--- config.mk ---
export PLATFORM = sky130hd
export DESIGN_NAME = ic2d_mac
export DESIGN_NICKNAME = d
export VERILOG_FILES = /design/src/hw/rtl/ic2d_pkg.sv /design/src/hw/rtl/ic2d_mac.sv
export SDC_FILE = /design/constraint.sdc
export NUM_CORES = 2
export LEC_CHECK = 0
export ABC_AREA = 1
export BUFFER_PORTS_ARGS = -buffer_cell sky130_fd_sc_hd__buf_4
export CAP_MARGIN = 20
export CORE_MARGIN = 5
export CORE_UTILIZATION = 30
export CTS_BUF_LIST = sky130_fd_sc_hd__clkbuf_8
export DETAILED_ROUTE_END_ITERATION = 8
export PLACE_DENSITY_LB_ADDON = 0.12
export SLEW_MARGIN = 20
export SYNTH_ARGS = -nofsm -noshare
export SYNTH_HDL_FRONTEND = slang
export SYNTH_SLANG_ARGS = --single-unit
--- constraint.sdc ---
create_clock -name clock -period 6.45 [get_ports clock]
set_input_delay 1.29 -clock clock [delete_from_list [all_inputs] [get_ports clock]]
set_output_delay 1.29 -clock clock [all_outputs]
set_load 0.005 [all_outputs]
--- src/hw/rtl/ic2d_pkg.sv ---
package ic2d_pkg;

   localparam int MAX_RADIUS = 4;
   localparam int MAX_WIDTH  = 2048;
   localparam int MAX_HEIGHT = 4096;

   localparam int KDIM  = 2 * MAX_RADIUS + 1;
   localparam int KSIZE = KDIM * KDIM;
   localparam int KI_BITS = $clog2(KSIZE);

   // rows held in the line store: window rows plus the row being filled
   localparam int ROW_BITS  = $clog2(2 * MAX_RADIUS + 2);
   localparam int ROW_SLOTS = 1 << ROW_BITS;
   localparam int COL_BITS  = $clog2(MAX_WIDTH);
   localparam int LINE_DEPTH = ROW_SLOTS * MAX_WIDTH;

   localparam int PROD_BITS = 50;
   localparam int ACC_BITS  = 64;

   typedef enum logic [1:0] {
      REQ_PIXEL = 2'd0,
      REQ_FLUSH = 2'd1,
      REQ_COEF  = 2'd2,
      REQ_NONE  = 2'd3
   } req_kind_type;

   typedef enum logic [1:0] {
      REG_RADIUS = 2'd0,
      REG_WIDTH  = 2'd1,
      REG_HEIGHT = 2'd2,
      REG_NONE   = 2'd3
   } reg_index_type;

   typedef enum logic [3:0] {
      ST_IDLE   = 4'b0001,
      ST_TAPS   = 4'b0010,
      ST_DRAIN  = 4'b0100,
      ST_FINISH = 4'b1000
   } state_type;

   typedef struct packed {
      logic clear;
      logic tap_valid;
   } mac_ctrl_type;

endpackage

--- src/hw/rtl/ic2d_mac.sv ---
module ic2d_mac (
   input  logic                                   clock,
   input  logic                                   reset,
   input  ic2d_pkg::mac_ctrl_type                 ctrl,
   input  logic signed [31:0]                     pixel,
   input  logic signed [17:0]                     coef,
   output logic signed [ic2d_pkg::ACC_BITS-1:0]   acc,
   output logic                                   busy
);

   logic signed [ic2d_pkg::PROD_BITS-1:0] prod_ff;
   logic                                  prod_valid_ff;
   logic signed [ic2d_pkg::ACC_BITS-1:0]  acc_ff;
   logic signed [ic2d_pkg::ACC_BITS-1:0]  acc_in;

   always_comb begin
      acc_in = acc_ff;
      if (ctrl.clear) begin
         acc_in = '0;
      end else if (prod_valid_ff) begin
         acc_in = acc_ff + ic2d_pkg::ACC_BITS'(prod_ff);
      end
   end

   always_ff @(posedge clock) begin
      if (reset) begin
         prod_valid_ff <= 1'b0;
      end else begin
         prod_valid_ff <= ctrl.tap_valid;
      end
      prod_ff <= pixel * coef;
      acc_ff  <= acc_in;
   end

   assign acc  = acc_ff;
   assign busy = prod_valid_ff;

endmodule

# After elaboration in Yosys (flattened, before gate mapping)
# Index checks and enable logic that the tools add are counted.
[classes]
mul = 1
n_addsub = 1
[op_table]
columns = ["op", "n"]
rows = [
  ["adder 64 x 50 -> 64 bit", 1],
  ["multiplier 32 x 18 -> 50 bit", 1],
]
[totals]
elab_cells = 5
input_bits = 54
out_inout_bits = 65
reg_bits = 115

# Logic depth before layout (Yosys ltp)
[logic_depth]
word_depth = 1
ltp_mapped = 28
ltp_nobuf = 26

# Worst setup path before layout
# Ideal clock, no wire load.
[synth_path]
path_kind = "input port to flip-flop"
from = "in pixel[31]"
to = "reg prod_ff[45] in the netlist's numbering"
cell_stages = 20
path_buffers = 2
arrival_ps = 6615
slack_ps = -236
cell_sequence = "clkbuf_1 -> clkbuf_1 -> nand2_1 -> fa_1 -> inv_1 -> fa_1 -> inv_1 -> fa_1 -> fa_1 -> fa_1 -> fa_1 -> inv_1 -> ha_1 -> nand2_1 -> nor2_1 -> inv_1 -> nor3_1 -> nand3_1 -> nand4_1 -> xor2_1"
[synth_via]
elab_chain_len = 1
[synth_lines]
columns = ["item", "line", "source"]
rows = [
  ["start, declared", "ic2d_mac.sv:5", "input logic signed [31:0] pixel,"],
  ["multiplier 32 x 18 -> 50 bit", "ic2d_mac.sv:31", "prod_ff <= pixel * coef;"],
  ["end signal, assigned", "ic2d_mac.sv:31", ""],
  ["end, declared", "ic2d_mac.sv:11", "logic signed [ic2d_pkg::PROD_BITS-1:0] prod_ff;"],
]
# Every way passes these cells.
# A chain may end at the register's enable or synchronous reset.

# Final worst setup path
[layout_path]
from = "in coef[17]"
to = "reg prod_ff[48] in the netlist's numbering"
[layout_via]
elab_chain_len = 1
[layout_lines]
columns = ["item", "line", "source"]
rows = [
  ["start, declared", "ic2d_mac.sv:6", "input logic signed [17:0] coef,"],
  ["multiplier 32 x 18 -> 50 bit", "ic2d_mac.sv:31", ""],
]
# Every way passes these cells.

==> flow_summary.toml <==
[critical_path]
path_common_cell = "fa_1"
cp-startpoint = "coef[17]"
path_delay_family = "adder cells"
required_ns = 6.82
r2r_start = "acc[19]$_SDFFE_PP0P_"
cp-end-kind = "flop"
path_buf_inv = 7
path_cells = "buf_4, inv_1, buf_12, buf_4, or2_2, fa_1, fa_1, inv_1, fa_1, inv_1, fa_1, fa_1, inv_1, fa_1, ha_1, a21oi_1, o21bai_1, a21oi_1, o21ai_0, a21oi_1, nand3_1, xor2_1"
reg2regPathDepth = 11
crit_cells = 22
arrival_ns = 6.65
r2r_end = "acc[56]$_SDFFE_PP0P_"
endpoint = "prod_ff[48]$_DFF_P_"
crit_path_top_delay_cell = "fa_1"
critPathMaxStageDelay_ns = 0.53
critPathMaxFanout = 19
rrSetupSlack_ns = 3.53
critPathKind = "in -> reg"
cp-start-kind = "primary input"

[global_route]
grt-busiest-layer = "met2"
grt_max_degree = 70
grt_util_met2 = 0.330
first_global_vias = 27100
grt_util_met3 = 0.0125
use_met1 = 0.268
antenna_found_initial = 2
grt_pass1_wl_mm = 156
grt-ovfl-total = 0
grt_use_total = 0.192

[sta]
fin_crit_sh = 0.973
hold_viol = 0
drv_slew = 0
tightest_slew_ns = 1.03
finClkSkew_ns = 0.0200
finalSetupViolCount = 0
min_period_ns = 6.27
setup_ws_ns = 0.177
fmax_ghz = 0.159
maxSlewHeadroom = 0.311
setup_tns_ns = 0
rsz0062_at_grt = "false"

[floorplan]
rows = 115
start_util = 0.301
core-area_um2 = 98100
dieArea_um2 = 105000
die_w_um = 324
ios = 119
fp.dieH_um = 324

[final_layout]
syn_to_final_growth_pct = 18.0
fill_cells = 10800
drive_gt1_frac = 0.127
fin_area_um2 = 34900
final_nets = 5302
register_area_um2 = 2310
multi_input_area_um2 = 22500
final_util = 0.356

[clock_network]
clk_pin_slew_ns = 0.08
postCtsSetupBuffers = 0
clock-sinks = 115
htreeDepth = 4
clk_latency_ns = 0.50
cts_tree = "yes"
cts_buffer_depth = 2
cts_buffers = 17
root_buffer = "clkbuf_8"

[drt]
drt_iter0_markers = 1395
postRouteAntennaNets = 0
viasPerCell = 4.40
drtPass1Iterations = 5
remaining_drc_errors = 0
wl_per_cell_um = 16.9
wl_mm = 98.1
vias = 25600

[synth]
ys_seq_area_frac = 0.0779
syn-cell-area_um2 = 29600
postSynth.asyncResetShare = 0
synth_edf_count = 0
yosysUniqueCellTypes = 42
avgSynthCellArea_um2 = 7.06
syn_nets = 4976
ys_warn_count = 0
synthCells = 4184
synth_seq_cells = 115
synthFlopType = "dfxtp_1"

[placement]
gp_congestion = 0.924
dp_slack_ns = -0.737
port_buffers = 118
post-dp-hpwl_mm = 86.2
placed_area_um2 = 34200

[hold_path]
hold_path.startpoint = "acc[0]$_SDFFE_PP0P_"
hold_class = "reg -> reg"

[outcome]
status = "finished clean"

[run]
drv_cap = 0
## metrics by stage
step	hold slack (ns)	cells
detailed placement	0.488	5778
floorplan	0.474	4184
finish	0.490	5812
global route	0.526	5811
global placement	0.484	5778
CTS	0.497	5810
## Yosys cell counts, types with 13 or more instances
library cell / number / area share
dfxtp_1: 115 / 0.078
buf_1: 16 / 0.0020
ha_1: 184 / 0.078
xor2_1: 60 / 0.018
o21ai_1: 15 / 0.0025
a21oi_1: 131 / 0.022
xnor2_1: 21 / 0.0062
nor3_1: 19 / 0.0032
o21ai_0: 86 / 0.015
fa_1: 554 / 0.38
nand4_1: 25 / 0.0053
inv_1: 1171 / 0.15
o21bai_1: 29 / 0.0074
nor2_1: 331 / 0.042
nor2_2: 13 / 0.0028
nand2_1: 1100 / 0.14
nand3_1: 110 / 0.019
clkbuf_1: 122 / 0.015
## sequential cells by signal, indices dropped and copies added (netlist names)
register / flops
acc: 64
prod_ff: 50
busy: 1
## cell families after synthesis
logic type,count (synthesis),synth area share
and+or+nand+nor,1636,0.221
buffers and inverters,1317,0.167
adders and majority gates,738,0.453
AOI/OAI and AO/OA,297,0.0564
DFF,115,0.0779
xor gates and xnor gates,81,0.0240
## cell type report
type | instances | share of cell area
well taps | 1287 | 0.0462
clock inverters | 12 | 0.00577
multi-input cells | 2752 | 0.645
repair buffers | 446 | 0.103
clock buffers | 20 | 0.00789
flip-flops and latches | 115 | 0.0661
inverters | 1178 | 0.127
diodes | 2 | 0.000143
## worst min-delay path by stage
stage,cells past startpoint,endpoint
detailed placement,2,acc[0]$_SDFFE_PP0P_
CTS,2,acc[0]$_SDFFE_PP0P_
finish,2,acc[0]$_SDFFE_PP0P_
global route,2,acc[0]$_SDFFE_PP0P_
global placement,2,acc[0]$_SDFFE_PP0P_
floorplan,2,acc[0]$_SDFFE_PP0P_
## tightest hold or removal path, stage by stage, from the launching register on
cell and delay (ns):
dfxtp_1 0.33, nand2_1 0.07, a21oi_1 0.05
## metal layers
layer	routed length (um)	part of all wire
met1	47000	0.48
met2	46700	0.48
met3	2420	0.025
met4	2050	0.021
met5	0	0
## cells in the final DEF, fill, tap and decap left out, types with 5 or more instances in the layout
| cell | count |
|---|---|
| xnor2_1 | 21 |
| nor2_2 | 22 |
| buf_4 | 421 |
| inv_1 | 1171 |
| a21oi_2 | 7 |
| nand2_1 | 1095 |
| buf_6 | 9 |
| inv_2 | 8 |
| a21oi_1 | 129 |
| o21bai_1 | 29 |
| dfxtp_1 | 114 |
| nand2_2 | 17 |
| clkbuf_8 | 20 |
| nor2_1 | 320 |
| bufinv_16 | 5 |
| ha_1 | 178 |
| a21o_1 | 8 |
| nor3_1 | 16 |
| buf_12 | 16 |
| fa_1 | 550 |
| xor2_1 | 59 |
| nand3_1 | 109 |
| nand4_1 | 25 |
| o21ai_0 | 85 |
| nor3_2 | 7 |
| a31oi_1 | 9 |
| o21ai_1 | 14 |
## timing repair
| action | CTS | global route |
|---|---|---|
| pin swaps | 0 | 4 |
| resized for setup | 3 | 49 |
| endpoints found under the setup margin | 2 | 19 |
| hold buffers | 0 | 0 |
Power is not shown: default switching activity piles up to over one toggle a cycle in this logic, so the estimate is an artifact.
